File: src/rtl/lcbc_pkg.sv
// ----------------------------------------------------------------------------
// lcbc_pkg
// Shared types and constants of the breathing LED command controller: mode
// and status codes, register indexes, control characters and command text.
// ----------------------------------------------------------------------------
package lcbc_pkg;

    // LED mode, as reported on the result channel
    typedef enum logic [1:0] {
        MODE_ON     = 2'd0,
        MODE_OFF    = 2'd1,
        MODE_BREATH = 2'd2
    } t_mode;

    // Command status, as reported on the result channel
    typedef enum logic [2:0] {
        ST_NONE     = 3'd0,
        ST_ON       = 3'd1,
        ST_OFF      = 3'd2,
        ST_BREATH   = 3'd3,
        ST_UNKNOWN  = 3'd4,
        ST_OVERFLOW = 3'd5
    } t_status;

    // Configuration register indexes
    localparam logic CFG_PERIOD    = 1'b0;
    localparam logic CFG_STEP_SIZE = 1'b1;

    // Register widths and reset values
    localparam int PERIOD_W = 16;
    localparam int STEP_W   = 10;
    localparam logic [PERIOD_W-1:0] PERIOD_RESET = 16'd999;
    localparam logic [STEP_W-1:0]   STEP_RESET   = 10'd10;

    // Control characters
    localparam logic [7:0] CHAR_LF = 8'h0A;
    localparam logic [7:0] CHAR_CR = 8'h0D;

    // Command text, left aligned in a ten character field
    localparam int CMD_MAX = 10;
    localparam logic [8*CMD_MAX-1:0] CMD_ON_STR     = {"LED_ON", 32'h0};
    localparam logic [8*CMD_MAX-1:0] CMD_OFF_STR    = {"LED_OFF", 24'h0};
    localparam logic [8*CMD_MAX-1:0] CMD_BREATH_STR = {"LED_", "BREATH"};
    localparam logic [3:0] CMD_ON_LEN     = 4'd6;
    localparam logic [3:0] CMD_OFF_LEN    = 4'd7;
    localparam logic [3:0] CMD_BREATH_LEN = 4'd10;

    // Character of a command at a position below CMD_MAX
    function automatic logic [7:0] cmd_char(input logic [8*CMD_MAX-1:0] str,
                                            input logic [3:0] pos);
        logic [7:0] ch;
        ch = 8'h00;
        for (int k = 0; k < CMD_MAX; k++) begin
            if (pos == 4'(k)) begin
                ch = str[8*(CMD_MAX-1-k) +: 8];
            end
        end
        return ch;
    endfunction

endpackage

File: src/rtl/lcbc_line_match.sv
// ----------------------------------------------------------------------------
// lcbc_line_match
// Line assembly and command matching. Instead of storing the line, one flag
// per command tracks whether every byte so far equals the command text.
// ----------------------------------------------------------------------------
module lcbc_line_match
    import lcbc_pkg::*;
#(
    parameter int LINE_DEPTH = 32
) (
    input  logic       i_clk,
    input  logic       i_rst_n,
    input  logic       i_byte_en,
    input  logic [7:0] i_byte,
    output t_status    o_status
);

    localparam int CW = $clog2(LINE_DEPTH);
    localparam logic [CW-1:0] FULL_COUNT = CW'(LINE_DEPTH - 1);

    logic [CW-1:0] r_count, n_count;
    logic          r_on_ok, n_on_ok;
    logic          r_off_ok, n_off_ok;
    logic          r_br_ok, n_br_ok;

    logic       full;
    logic [3:0] pos;
    logic       in_cmd;

    assign full   = (r_count >= FULL_COUNT);
    assign in_cmd = (r_count < CW'(CMD_BREATH_LEN));
    assign pos    = r_count[3:0];

    // Classify the byte and work out the next line state
    always_comb begin
        n_count  = r_count;
        n_on_ok  = r_on_ok;
        n_off_ok = r_off_ok;
        n_br_ok  = r_br_ok;
        o_status = ST_NONE;
        if (full) begin
            o_status = ST_OVERFLOW;
            n_count  = '0;
            n_on_ok  = 1'b1;
            n_off_ok = 1'b1;
            n_br_ok  = 1'b1;
        end else if (i_byte == CHAR_LF) begin
            if (r_on_ok && r_count == CW'(CMD_ON_LEN)) begin
                o_status = ST_ON;
            end else if (r_off_ok && r_count == CW'(CMD_OFF_LEN)) begin
                o_status = ST_OFF;
            end else if (r_br_ok && r_count == CW'(CMD_BREATH_LEN)) begin
                o_status = ST_BREATH;
            end else begin
                o_status = ST_UNKNOWN;
            end
            n_count  = '0;
            n_on_ok  = 1'b1;
            n_off_ok = 1'b1;
            n_br_ok  = 1'b1;
        end else if (i_byte != CHAR_CR) begin
            n_count  = r_count + 1'b1;
            n_on_ok  = r_on_ok && in_cmd && (pos < CMD_ON_LEN)
                       && (i_byte == cmd_char(CMD_ON_STR, pos));
            n_off_ok = r_off_ok && in_cmd && (pos < CMD_OFF_LEN)
                       && (i_byte == cmd_char(CMD_OFF_STR, pos));
            n_br_ok  = r_br_ok && in_cmd
                       && (i_byte == cmd_char(CMD_BREATH_STR, pos));
        end
    end

    // Hold line state; advance only on a byte
    always_ff @(posedge i_clk) begin
        if (!i_rst_n) begin
            r_count  <= '0;
            r_on_ok  <= 1'b1;
            r_off_ok <= 1'b1;
            r_br_ok  <= 1'b1;
        end else if (i_byte_en) begin
            r_count  <= n_count;
            r_on_ok  <= n_on_ok;
            r_off_ok <= n_off_ok;
            r_br_ok  <= n_br_ok;
        end
    end

endmodule

File: src/rtl/lcbc_breath_step.sv
// ----------------------------------------------------------------------------
// lcbc_breath_step
// Breathing duty generator: one step per tick, clamped at zero and at the
// period with a direction change, and the compare value that follows.
// ----------------------------------------------------------------------------
module lcbc_breath_step
    import lcbc_pkg::*;
(
    input  logic                i_clk,
    input  logic                i_rst_n,
    input  logic                i_tick_en,
    input  logic [PERIOD_W-1:0] i_period,
    input  logic [STEP_W-1:0]   i_step,
    output logic [PERIOD_W-1:0] o_compare
);

    logic [PERIOD_W-1:0] r_duty, n_duty;
    logic                r_rising, n_rising;

    logic [PERIOD_W:0] sum;
    logic [PERIOD_W:0] diff;
    logic [PERIOD_W:0] nd;
    logic              at_floor;
    logic              at_ceiling;

    assign sum  = {1'b0, r_duty} + {{(PERIOD_W + 1 - STEP_W){1'b0}}, i_step};
    assign diff = {1'b0, r_duty} - {{(PERIOD_W + 1 - STEP_W){1'b0}}, i_step};
    assign nd   = r_rising ? sum : diff;

    // Floor when the step lands at or below zero
    assign at_floor   = r_rising ? (sum == '0)
                                 : (r_duty <= {{(PERIOD_W - STEP_W){1'b0}}, i_step});
    assign at_ceiling = (nd >= {1'b0, i_period});

    // Clamp and turn around at either end
    always_comb begin
        if (at_floor) begin
            n_duty   = '0;
            n_rising = 1'b1;
        end else if (at_ceiling) begin
            n_duty   = i_period;
            n_rising = 1'b0;
        end else begin
            n_duty   = nd[PERIOD_W-1:0];
            n_rising = r_rising;
        end
    end

    // New duty never exceeds the period
    assign o_compare = i_period - n_duty;

    always_ff @(posedge i_clk) begin
        if (!i_rst_n) begin
            r_duty   <= '0;
            r_rising <= 1'b1;
        end else if (i_tick_en) begin
            r_duty   <= n_duty;
            r_rising <= n_rising;
        end
    end

endmodule

File: src/rtl/led_command_breathing_controller_unit.sv
// ----------------------------------------------------------------------------
// led_command_breathing_controller_unit
// Serial command line controller for an active-low LED with a breathing mode.
//
//   channel  | direction | handshake              | payload
//   ---------+-----------+------------------------+-----------------------------
//   input    | in        | i_in_valid / o_in_stall | i_func, i_rx_byte
//   result   | out       | o_out_valid / i_out_stall | o_compare_value, o_led_mode,
//            |           |                        | o_command_status
//   config   | in        | i_cfg_valid / o_cfg_ready | i_cfg_index, i_cfg_data
//
// One item per cycle sustained while i_out_stall is low; each item passes from
// transfer into the input register, then through the match or duty step logic
// into the result register. Synchronous reset sets mode off and compare to
// 999 and needs no clearing pass. A stalled result holds the result register
// and the input register, so the input stalls only while both are full.
// ----------------------------------------------------------------------------
module led_command_breathing_controller_unit
    import lcbc_pkg::*;
#(
    parameter int LINE_DEPTH = 32
) (
    input  logic        i_clk,
    input  logic        i_rst_n,
    // input channel
    input  logic        i_in_valid,
    output logic        o_in_stall,
    input  logic        i_func,
    input  logic [7:0]  i_rx_byte,
    // result channel
    output logic        o_out_valid,
    input  logic        i_out_stall,
    output logic [15:0] o_compare_value,
    output logic [1:0]  o_led_mode,
    output logic [2:0]  o_command_status,
    // configuration channel
    input  logic        i_cfg_valid,
    output logic        o_cfg_ready,
    input  logic        i_cfg_index,
    input  logic [15:0] i_cfg_data
);

    // Input register
    logic       r_in_valid;
    logic       r_func;
    logic [7:0] r_byte;

    // Result register
    logic          r_out_valid;
    logic [15:0]   r_out_compare;
    t_mode         r_out_mode;
    t_status       r_out_status;

    // Controller state and configuration
    t_mode               r_mode, n_mode;
    logic [PERIOD_W-1:0] r_compare, n_compare;
    logic [PERIOD_W-1:0] r_period;
    logic [STEP_W-1:0]   r_step;

    logic    advance;
    logic    load_in;
    logic    byte_en;
    logic    tick_en;
    t_status line_status;
    t_status n_status;
    logic [PERIOD_W-1:0] breath_compare;

    // Move the item on when the result register is free or being taken
    assign advance = r_in_valid && (!r_out_valid || !i_out_stall);
    assign load_in = !r_in_valid || advance;
    assign byte_en = advance && !r_func;
    assign tick_en = advance && r_func && (r_mode == MODE_BREATH);

    assign o_in_stall  = !load_in;
    assign o_cfg_ready = 1'b1;

    lcbc_line_match #(
        .LINE_DEPTH (LINE_DEPTH)
    ) u_line_match (
        .i_clk     (i_clk),
        .i_rst_n   (i_rst_n),
        .i_byte_en (byte_en),
        .i_byte    (r_byte),
        .o_status  (line_status)
    );

    lcbc_breath_step u_breath_step (
        .i_clk     (i_clk),
        .i_rst_n   (i_rst_n),
        .i_tick_en (tick_en),
        .i_period  (r_period),
        .i_step    (r_step),
        .o_compare (breath_compare)
    );

    // Apply the command or the tick to mode and compare value
    always_comb begin
        n_mode    = r_mode;
        n_compare = r_compare;
        n_status  = ST_NONE;
        if (!r_func) begin
            n_status = line_status;
            unique case (line_status)
                ST_ON: begin
                    n_mode    = MODE_ON;
                    n_compare = '0;
                end
                ST_OFF: begin
                    n_mode    = MODE_OFF;
                    n_compare = r_period;
                end
                ST_BREATH: begin
                    n_mode = MODE_BREATH;
                end
                default: begin
                    n_mode = r_mode;
                end
            endcase
        end else if (r_mode == MODE_BREATH) begin
            n_compare = breath_compare;
        end
    end

    // Capture the incoming transfer
    always_ff @(posedge i_clk) begin
        if (!i_rst_n) begin
            r_in_valid <= 1'b0;
        end else if (load_in) begin
            r_in_valid <= i_in_valid;
        end
        if (load_in && i_in_valid) begin
            r_func <= i_func;
            r_byte <= i_rx_byte;
        end
    end

    // Update state and the result register
    always_ff @(posedge i_clk) begin
        if (!i_rst_n) begin
            r_out_valid <= 1'b0;
            r_mode      <= MODE_OFF;
            r_compare   <= PERIOD_RESET;
        end else begin
            if (advance) begin
                r_out_valid <= 1'b1;
                r_mode      <= n_mode;
                r_compare   <= n_compare;
            end else if (!i_out_stall) begin
                r_out_valid <= 1'b0;
            end
        end
        if (advance) begin
            r_out_compare <= n_compare;
            r_out_mode    <= n_mode;
            r_out_status  <= n_status;
        end
    end

    // Configuration writes
    always_ff @(posedge i_clk) begin
        if (!i_rst_n) begin
            r_period <= PERIOD_RESET;
            r_step   <= STEP_RESET;
        end else if (i_cfg_valid && o_cfg_ready) begin
            if (i_cfg_index == CFG_PERIOD) begin
                r_period <= i_cfg_data;
            end
            if (i_cfg_index == CFG_STEP_SIZE) begin
                r_step <= i_cfg_data[STEP_W-1:0];
            end
        end
    end

    assign o_out_valid      = r_out_valid;
    assign o_compare_value  = r_out_compare;
    assign o_led_mode       = r_out_mode;
    assign o_command_status = r_out_status;

endmodule
File: config.mk
export PLATFORM = sky130hd
export DESIGN_NAME = led_command_breathing_controller_unit
export DESIGN_NICKNAME = d
export VERILOG_FILES = /design/src/rtl/lcbc_pkg.sv /design/src/rtl/lcbc_line_match.sv /design/src/rtl/lcbc_breath_step.sv /design/src/rtl/led_command_breathing_controller_unit.sv
export SDC_FILE = /design/constraint.sdc
export NUM_CORES = 1
export LEC_CHECK = 0
export BUFFER_PORTS_ARGS = -buffer_cell sky130_fd_sc_hd__buf_2
export CORE_MARGIN = 1
export CORE_UTILIZATION = 40
export CTS_BUF_LIST = sky130_fd_sc_hd__clkbuf_8
export CTS_CLUSTER_DIAMETER = 60
export DETAILED_ROUTE_END_ITERATION = 8
export PLACE_DENSITY_LB_ADDON = 0.25
export SYNTH_ARGS = -nofsm -noshare
export SYNTH_HDL_FRONTEND = slang
export SYNTH_HIERARCHICAL = 1
export SYNTH_SLANG_ARGS = --single-unit
File: constraint.sdc
create_clock -name i_clk -period 5.9 [get_ports i_clk]
set_clock_uncertainty 0.15 [all_clocks]
set_input_delay 0.59 -clock i_clk [delete_from_list [all_inputs] [get_ports i_clk]]
set_output_delay 0.59 -clock i_clk [all_outputs]
set_load 0.03 [all_outputs]
==> results of run 1 <==
## cell usage in the layout (no fill, tap or decap), drive strengths merged, types with 11 or more instances in the layout
cell type,n
o31ai,13
inv,54
o21a,12
nor2,57
and3,26
o211ai,18
or2,15
xor2,11
nor3,20
nor2b,38
ha,57
a221o,11
a22oi,12
mux2i,20
buf,226
mux2,11
nand2,130
xnor2,27
a21oi,57
o21ai,61
nand3,26
dfxtp,71
edfxtp,30
## cells by family (layout without fill, tap and decap cells)
kind of cell,after synthesis,count (layout),synth area share
XOR/XNOR,39,39,0.0445
flip-flops,101,101,0.291
multiplexers,31,31,0.0411
other,1,1,0.000470
adder cells (fa/ha/maj),60,60,0.0968
AO/OA/AOI/OAI,249,249,0.216
buffers and inverters,112,296,0.0655
AND/OR/NAND/NOR,375,375,0.245
## power by group
part	total (mW)	leakage, nW	internal, mW	switching (mW)
clock network	0.505	0.112	0.241	0.264
logic	0.370	3.37	0.175	0.195
registers	0.771	0.862	0.740	0.0310
## routing by layer
| layer | track usage | up-vias | wire length, um |
|---|---|---|---|
| met3 | 0.0309 | 52 | 744 |
| met5 | 0 | - | 0 |
| li1 | - | 3833 | - |
| met2 | 0.416 | 173 | 11300 |
| met4 | 0.0728 | 0 | 627 |
| met1 | 0.287 | 3681 | 10400 |
## layout make-up
type                    instances  area [um^2]  share of cell area
clock buffers                   9          124              0.0122
clock inverters                 7         95.1             0.00933
inverters                      54          205              0.0201
multi-input cells             755         5510               0.541
flip-flops and latches        101         2330               0.229
well taps                     265          332              0.0325
repair buffers                226         1590               0.156
## worst reg2reg max path, delay by kind of cell, from the launching register on
kind | cells | cell delay, ns
mux | 1 | 0.13
flops | 1 | 0.34
fa+ha+maj | 4 | 1.09
buf+inv | 2 | 0.23
xor+xnor | 2 | 0.45
simple gates | 8 | 1.10
compound gates | 13 | 2.70
## cells in the mapped netlist (9+ instances only)
cell type    n  area (um^2)
nor3_1      19         95.1
mux2_2       9          101
or2_1        9         56.3
and3_1      25          156
nand3_1     26          130
a22oi_1     12         90.1
xnor2_1     27          236
o211ai_1    17          128
xor2_1      11         96.3
mux2i_1     20          200
nand2_1    129          484
ha_1        57          713
a221o_1     11          110
a21oi_1     53          265
nor2_1      57          214
nor2b_1     36          225
dfxtp_1     71         1420
o21a_1      12         90.1
edfxtp_1    30          901
buf_4       11         82.6
o21ai_0     52          260
buf_2       12         60.1
inv_1       48          180
clkbuf_1    26         97.6
o31ai_1     13         97.6
nand4_1      9         56.3
a31oi_1     10         62.6
## sequential cells by signal (all words and copies together) (netlist names)
signal / cells
o_command_status: 3
r_period: 16
u_line_match/r_br_ok: 1
o_out_valid: 1
u_line_match/r_on_ok: 1
u_line_match/r_count: 5
u_line_match/r_off_ok: 1
r_byte: 8
r_in_valid: 1
u_breath_step/r_rising: 1
r_step: 10
o_compare_value: 16
o_led_mode: 2
r_compare: 16
r_func: 1
u_breath_step/r_duty: 16
r_mode: 2
## final timing paths
check                                                           from  slack [ns]                             to
worst min-delay path                                          i_func        0.22               r_func$_DFFE_PP_
worst max-delay path            u_breath_step/r_duty[0]$_SDFFE_PN0P_       -0.50  o_compare_value[15]$_DFFE_PP_
worst max register to register  u_breath_step/r_duty[0]$_SDFFE_PN0P_       -0.50  o_compare_value[15]$_DFFE_PP_
worst min register to register                r_step[0]$_SDFFE_PN0P_        0.35         r_step[0]$_SDFFE_PN0P_
## stage by stage
step / std cells / utilization / power, mW / cell area [um^2] / setup slack, ns
detailed placement: 1366 / 0.484 / 1.11 / 9460 / -0.679
global placement: 1366 / 0.484 / 1.11 / 9460 / -0.499
global route: 1417 / 0.522 / 1.72 / 10200 / -0.830
finish: 1417 / 0.522 / 1.65 / 10200 / -0.498
floorplan: 968 / - / 0.989 / 8140 / -0.186
CTS: 1411 / 0.515 / 1.64 / 10100 / -0.402
## what timing repair did
item	in CTS	in global routing
gates resized for setup	32	23
setup buffers	29	9
pin swaps	32	18
endpoints found under the setup margin	22	27
hold endpoints to repair	0	0
==> flow_summary_export.csv, run 1 <==
group,metric,value,unit
detailed_routing,initialDrtViolationCount,301,
synthesis,ys.warnings.count,6,
setup_path,timing.critical_path.arrival,6.40,ns
clocking,cts.htree.levels,3,
sta,layout_min_cycle_time,6.40,ns
sta,setup_repair_after_global_routing_missed_its_margin,"true",
synthesis,synthesis.instances,968,
clocking,clock_latency,0.39,ns
setup_path,worst_ep_required_time,5.90,ns
power_and_ir_drop,p_leak,4.34,nW
setup_path,critical_path.max_stage_delay,0.35,ns
sta,fin_hold_ws,0.223,ns
die,core_region_area,0.0195,mm^2
setup_path,crit_buf_inv,2,
setup_path,critical_path_start_end_classification,"flop to flop",
finish,filler_cell_count,1901,
status,status,"finished, violations left",
die,design.die.area,0.0205,mm^2
setup_path,reg2reg_depth,30,
die,initial_utilization,0.409,
clocking,cts.root.buffer_cell,"clkbuf_8",
synthesis,async_reset_ff_frac,0,
clocking,clock_path_buffers,2,
setup_path,worst_setup_path_end_kind,"flop",
synthesis,synth-edff-count,30,
die,die_height,143,um
sta,worst_slew_pin_slew,1.10,ns
detailed_routing,route.detailed.vias_per_inst,5.46,
sta,final-hold-violation-count,0,
sta,post-route-period-util,1.08,
synthesis,syn_nets,1059,
die,num_io_pins,55,
placed_design,place.gp.congestion,0.916,
sta,setup_ws,-0.498,ns
run,max-cap-violations,0,
power_and_ir_drop,worst_ir_drop_vdd,137,uV
sta,report.final.setup_viol,18,
detailed_routing,antenna_viol_nets_final,0,
detailed_routing,route.detailed.drc,0,
setup_path,worstPathMaxFanout,6,
sta,fmaxAchievable,156,MHz
worst_hold_path,timing.hold.worst_path_depth,1,
detailed_routing,avgRoutedWirePerCell,16.3,um
clocking,cts_tree,"yes",
status,failed_checks,"negative setup slack",
synthesis,synth.yosys.seq_area_share,0.291,
detailed_routing,detailroute.via_count,7739,
sta,tns,-4.78,ns
setup_path,critPathTopFamily,"compound AO/OA/AOI/OAI gates",
sta,relSlewSlack,0.265,
global_routing,grt_overflow,0,
finish,area_growth_syn_to_layout,27.6,%
setup_path,total_number_of_cells_along_the_worst_setup_path,30,
global_routing,grt_max_degree,44,
placed_design,numPortBuffers,53,
global_routing,grt_pass1_vias,7502,
setup_path,worst_path_max_delay_cell,"fa_2",
clocking,clk_pin_slew,0.11,ns
die,rows,51,
global_routing,grt_util_overall,0.233,
global_routing,grt_antenna_before_repair,0,
finish,final_net_count,1238,
detailed_routing,total_routed_length,23100,um
synthesis,synth-seq-cells,101,
die,die_x,143,um
clocking,cts_buffers,9,
setup_path,critPathLaunchType,"flop",
clocking,cts_hold_repair.buffers,0,
finish,drive_above_1_share,0.312,
synthesis,synth_ff_type,"dfxtp_1",
placed_design,dp_hpwl,17000,um
finish,insertedDiodeCount,0,
clocking,clock_sinks,101,
synthesis,synth_area,0.00798,mm^2
power_and_ir_drop,pwr_density_cell,161,mW/mm^2
synthesis,yosysUniqueCellTypes,98,
global_routing,first_pass_grt_wire_length,37500,um
worst_hold_path,hp-class,"primary input to flop",
synthesis,syn_area_per_cell,8.25,um^2
sta,finalMaxSlewViolations,0,
detailed_routing,detailed_routing_iteration_count_for_the_pre_antenna_repair_pass,4,
(Power assumes the default switching activity.)
==> run 2: changes to the inputs <==
- CAP_MARGIN: default -> 20
- CELL_PAD_IN_SITES_DETAIL_PLACEMENT: default -> 1
- CELL_PAD_IN_SITES_GLOBAL_PLACEMENT: default -> 1
- MAX_ROUTING_LAYER: default -> met4
==> run 2 against run 1 <==
Compared with the run above:
- the flow still finishes with violations (negative setup slack)
- first-iteration DRC count up 57%
- flip-flop and latch count unchanged
- clock power fell by 15%
- sequential share of layout area is 0.68 points lower
- final cell count rose by 2.1%
- core utilization up 1.6 points
- register-to-register slack got worse by 0.48 ns
- critical path type unchanged
- wire length rose by 32%
- sequential power hardly changed
- cell area increased by 3.1%
- highest routed layer unchanged
- global-route usage rose by 5.3 points
- clock-buffer cell count did not move
==> flow_summary_export.csv, run 2 (same netlist as run 1, synthesis figures left out) <==
group,metric,value,unit
setup_path,critical_path.max_stage_delay,0.42,ns
die,num_io_pins,55,
sta,post-route-period-util,1.17,
power_and_ir_drop,p_comb_frac,0.262,
detailed_routing,antenna_viol_nets_final,0,
finish,area_growth_syn_to_layout,31.6,%
placed_design,worst_setup_slack_before_clock_tree_synthesis,-0.823,ns
detailed_routing,initialDrtViolationCount,473,
die,core_region_area,0.0195,mm^2
detailed_routing,route.detailed.drc,0,
power_and_ir_drop,p_leak,4.50,nW
sta,report.final.setup_viol,26,
status,status,"finished, violations left",
die,initial_utilization,0.409,
worst_hold_path,hp-class,"primary input to flop",
power_and_ir_drop,intPower,1.08,mW
sta,relSlewSlack,0.167,
setup_path,reg2reg_depth,30,
die,design.die.area,0.0205,mm^2
setup_path,timing.critical_path.arrival,6.88,ns
sta,layout_min_cycle_time,6.88,ns
finish,drive_above_1_share,0.340,
setup_path,critPathTopFamily,"compound AO/OA/AOI/OAI gates",
placed_design,dp_hpwl,20000,um
setup_path,worst_path_max_delay_cell,"dfxtp_1",
setup_path,worstReg2RegStart,"u_breath_step/r_duty[1]$_SDFFE_PN0P_",
clocking,clock_path_buffers,2,
placed_design,place.detailed.instances,1376,
worst_hold_path,worstHoldStart,"i_rx_byte[4]",
sta,setup_repair_after_global_routing_missed_its_margin,"true",
finish,final-instance-count-excl-fill,1447,
placed_design,numPortBuffers,53,
worst_hold_path,timing.hold.worst_endpoint,"r_byte[4]$_DFFE_PP_",
setup_path,worst_setup_path_end_kind,"flop",
die,die_height,143,um
global_routing,grt_overflow,0,
detailed_routing,detailed_routing_iteration_count_for_the_pre_antenna_repair_pass,4,
finish,final_net_count,1268,
finish,most_used_cells_in_the_layout_excluding_fill_and_tap_cells,"buf_4, nand2_1, dfxtp_1",
clocking,clk_pin_slew,0.10,ns
power_and_ir_drop,seq_power_share,0.475,
global_routing,first_pass_grt_wire_length,44200,um
power_and_ir_drop,power.clock.fraction,0.263,
detailed_routing,detailroute.via_count,8374,
clocking,cts.htree.levels,3,
setup_path,total_number_of_cells_along_the_worst_setup_path,30,
finish,layout.core_utilization,0.538,
sta,finalMaxSlewViolations,0,
setup_path,worstPathMaxFanout,5,
power_and_ir_drop,netSwitchingFraction,0.332,
setup_path,critical_path_start_end_classification,"flop to flop",
clocking,cts.root.buffer_cell,"clkbuf_8",
run,max-cap-violations,0,
detailed_routing,total_routed_length,30400,um
setup_path,r2r_end,"o_compare_value[15]$_DFFE_PP_",
global_routing,grt_util_overall,0.285,
global_routing,grt_antenna_before_repair,0,
worst_hold_path,timing.hold.worst_path_depth,1,
finish,final_common_cell,"buf_4",
global_routing,grt_pass1_vias,8717,
clocking,clock_sinks,101,
setup_path,timing.reg2reg.setup_slack,-0.98,ns
sta,final-hold-violation-count,0,
clocking,cts_tree,"yes",
clocking,cts_buffers,9,
die,rows,51,
sta,fmaxAchievable,145,MHz
setup_path,crit_path_frequent_cell,"a21oi_2",
setup_path,worst_ep_required_time,5.90,ns
detailed_routing,route.detailed.vias_per_inst,5.79,
sta,worst_slew_pin_slew,1.25,ns
setup_path,critPathLaunchType,"flop",
power_and_ir_drop,worst_ir_drop_vdd,110,uV
setup_path,crit_buf_inv,3,
clocking,clock_latency,0.39,ns
placed_design,place.gp.congestion,0.924,
detailed_routing,avgRoutedWirePerCell,21.0,um
power_and_ir_drop,post_layout_power,1.62,mW
power_and_ir_drop,pwr_density_cell,154,mW/mm^2
power_and_ir_drop,power.switching,538,uW
status,failed_checks,"negative setup slack",
global_routing,grt_max_degree,44,
finish,insertedDiodeCount,0,
sta,setup_ws,-0.980,ns
die,die_x,143,um
run 2: cell count changes in the layout (fill, tap and decap cells not counted), sizes merged:
cell | before | now
clkinvlp | 0 | 3
bufinv | 2 | 0
buf | 226 | 256
inv | 54 | 53
run 2: through the flow:
| step | instance area, um^2 | TNS (ns) | hold WS (ns) |
|---|---|---|---|
| 6_report | 10500 | -14.86 | 0.223 |
| 5_1_grt | 10500 | -18.98 | 0.205 |
| 4_1_cts | 10200 | -4.55 | 0.209 |
| 3_5_place_dp | 9520 | -9.41 | 0.347 |
| 3_3_place_gp | 9520 | -5.07 | 0.323 |
| 2_1_floorplan | 8140 | -0.267 | 0.295 |
run 2: how the worst max path moves through the flow:
| stage | start | endpoint | slack [ns] |
|---|---|---|---|
| floorplan | r_step[8]$_SDFFE_PN0P_ | o_compare_value[15]$_DFFE_PP_ | -0.19 |
| global placement | r_step[8]$_SDFFE_PN0P_ | o_compare_value[14]$_DFFE_PP_ | -0.56 |
| detailed placement | u_breath_step/r_duty[0]$_SDFFE_PN0P_ | o_compare_value[14]$_DFFE_PP_ | -0.82 |
| CTS | u_breath_step/r_duty[0]$_SDFFE_PN0P_ | o_compare_value[15]$_DFFE_PP_ | -0.57 |
| global route | u_breath_step/r_duty[0]$_SDFFE_PN0P_ | o_compare_value[15]$_DFFE_PP_ | -1.13 |
| finish | u_breath_step/r_duty[1]$_SDFFE_PN0P_ | o_compare_value[15]$_DFFE_PP_ | -0.98 |
run 2: timing repair:
| item | 4_1_cts | 5_1_grt |
|---|---|---|
| setup endpoints to repair | 25 | 28 |
| gates resized for setup | 47 | 47 |
| hold buffers | 0 | 0 |
| buffers inserted | 37 | 20 |
| pin swaps | 31 | 38 |
run 2: routing by layer:
| metal | share of wire | vias to the layer above | GRT usage |
|---|---|---|---|
| li1 | - | 3877 | - |
| met1 | 0.41 | 4181 | 0.319 |
| met2 | 0.53 | 247 | 0.523 |
| met3 | 0.036 | 69 | 0.0319 |
| met4 | 0.026 | 0 | 0.0997 |
| met5 | 0 | - | - |
run 2: worst register-to-register path, delay by kind of cell, from the launching register on:
kind                     cells  cell delay, ns
AO/OA/AOI/OAI               14            2.96
XOR/XNOR                     2            0.36
adder cells (fa/ha/maj)      3            1.08
buffers and inverters        3            0.44
flip-flops                   1            0.42
multiplexers                 1            0.15
AND/OR/NAND/NOR              7            1.06
run 2: layout make-up:
type	count	area [um^2]
multi-input cells	755	5650
well taps	265	332
clock buffers	9	124
clock inverters	7	50.0
flip-flops and latches	101	2330
inverters	54	205
repair buffers	256	1820
fillers	2376	9020
run 2: power by group through the flow:
| stage | Sequential, mW | Combinational, mW | Clock, mW |
|---|---|---|---|
| floorplan | 0.785 | 0.204 | 0 |
| global placement | 0.782 | 0.330 | 0 |
| detailed placement | 0.784 | 0.343 | 0 |
| CTS | 0.768 | 0.369 | 0.439 |
| global route | 0.772 | 0.450 | 0.457 |
| finish | 0.770 | 0.425 | 0.427 |
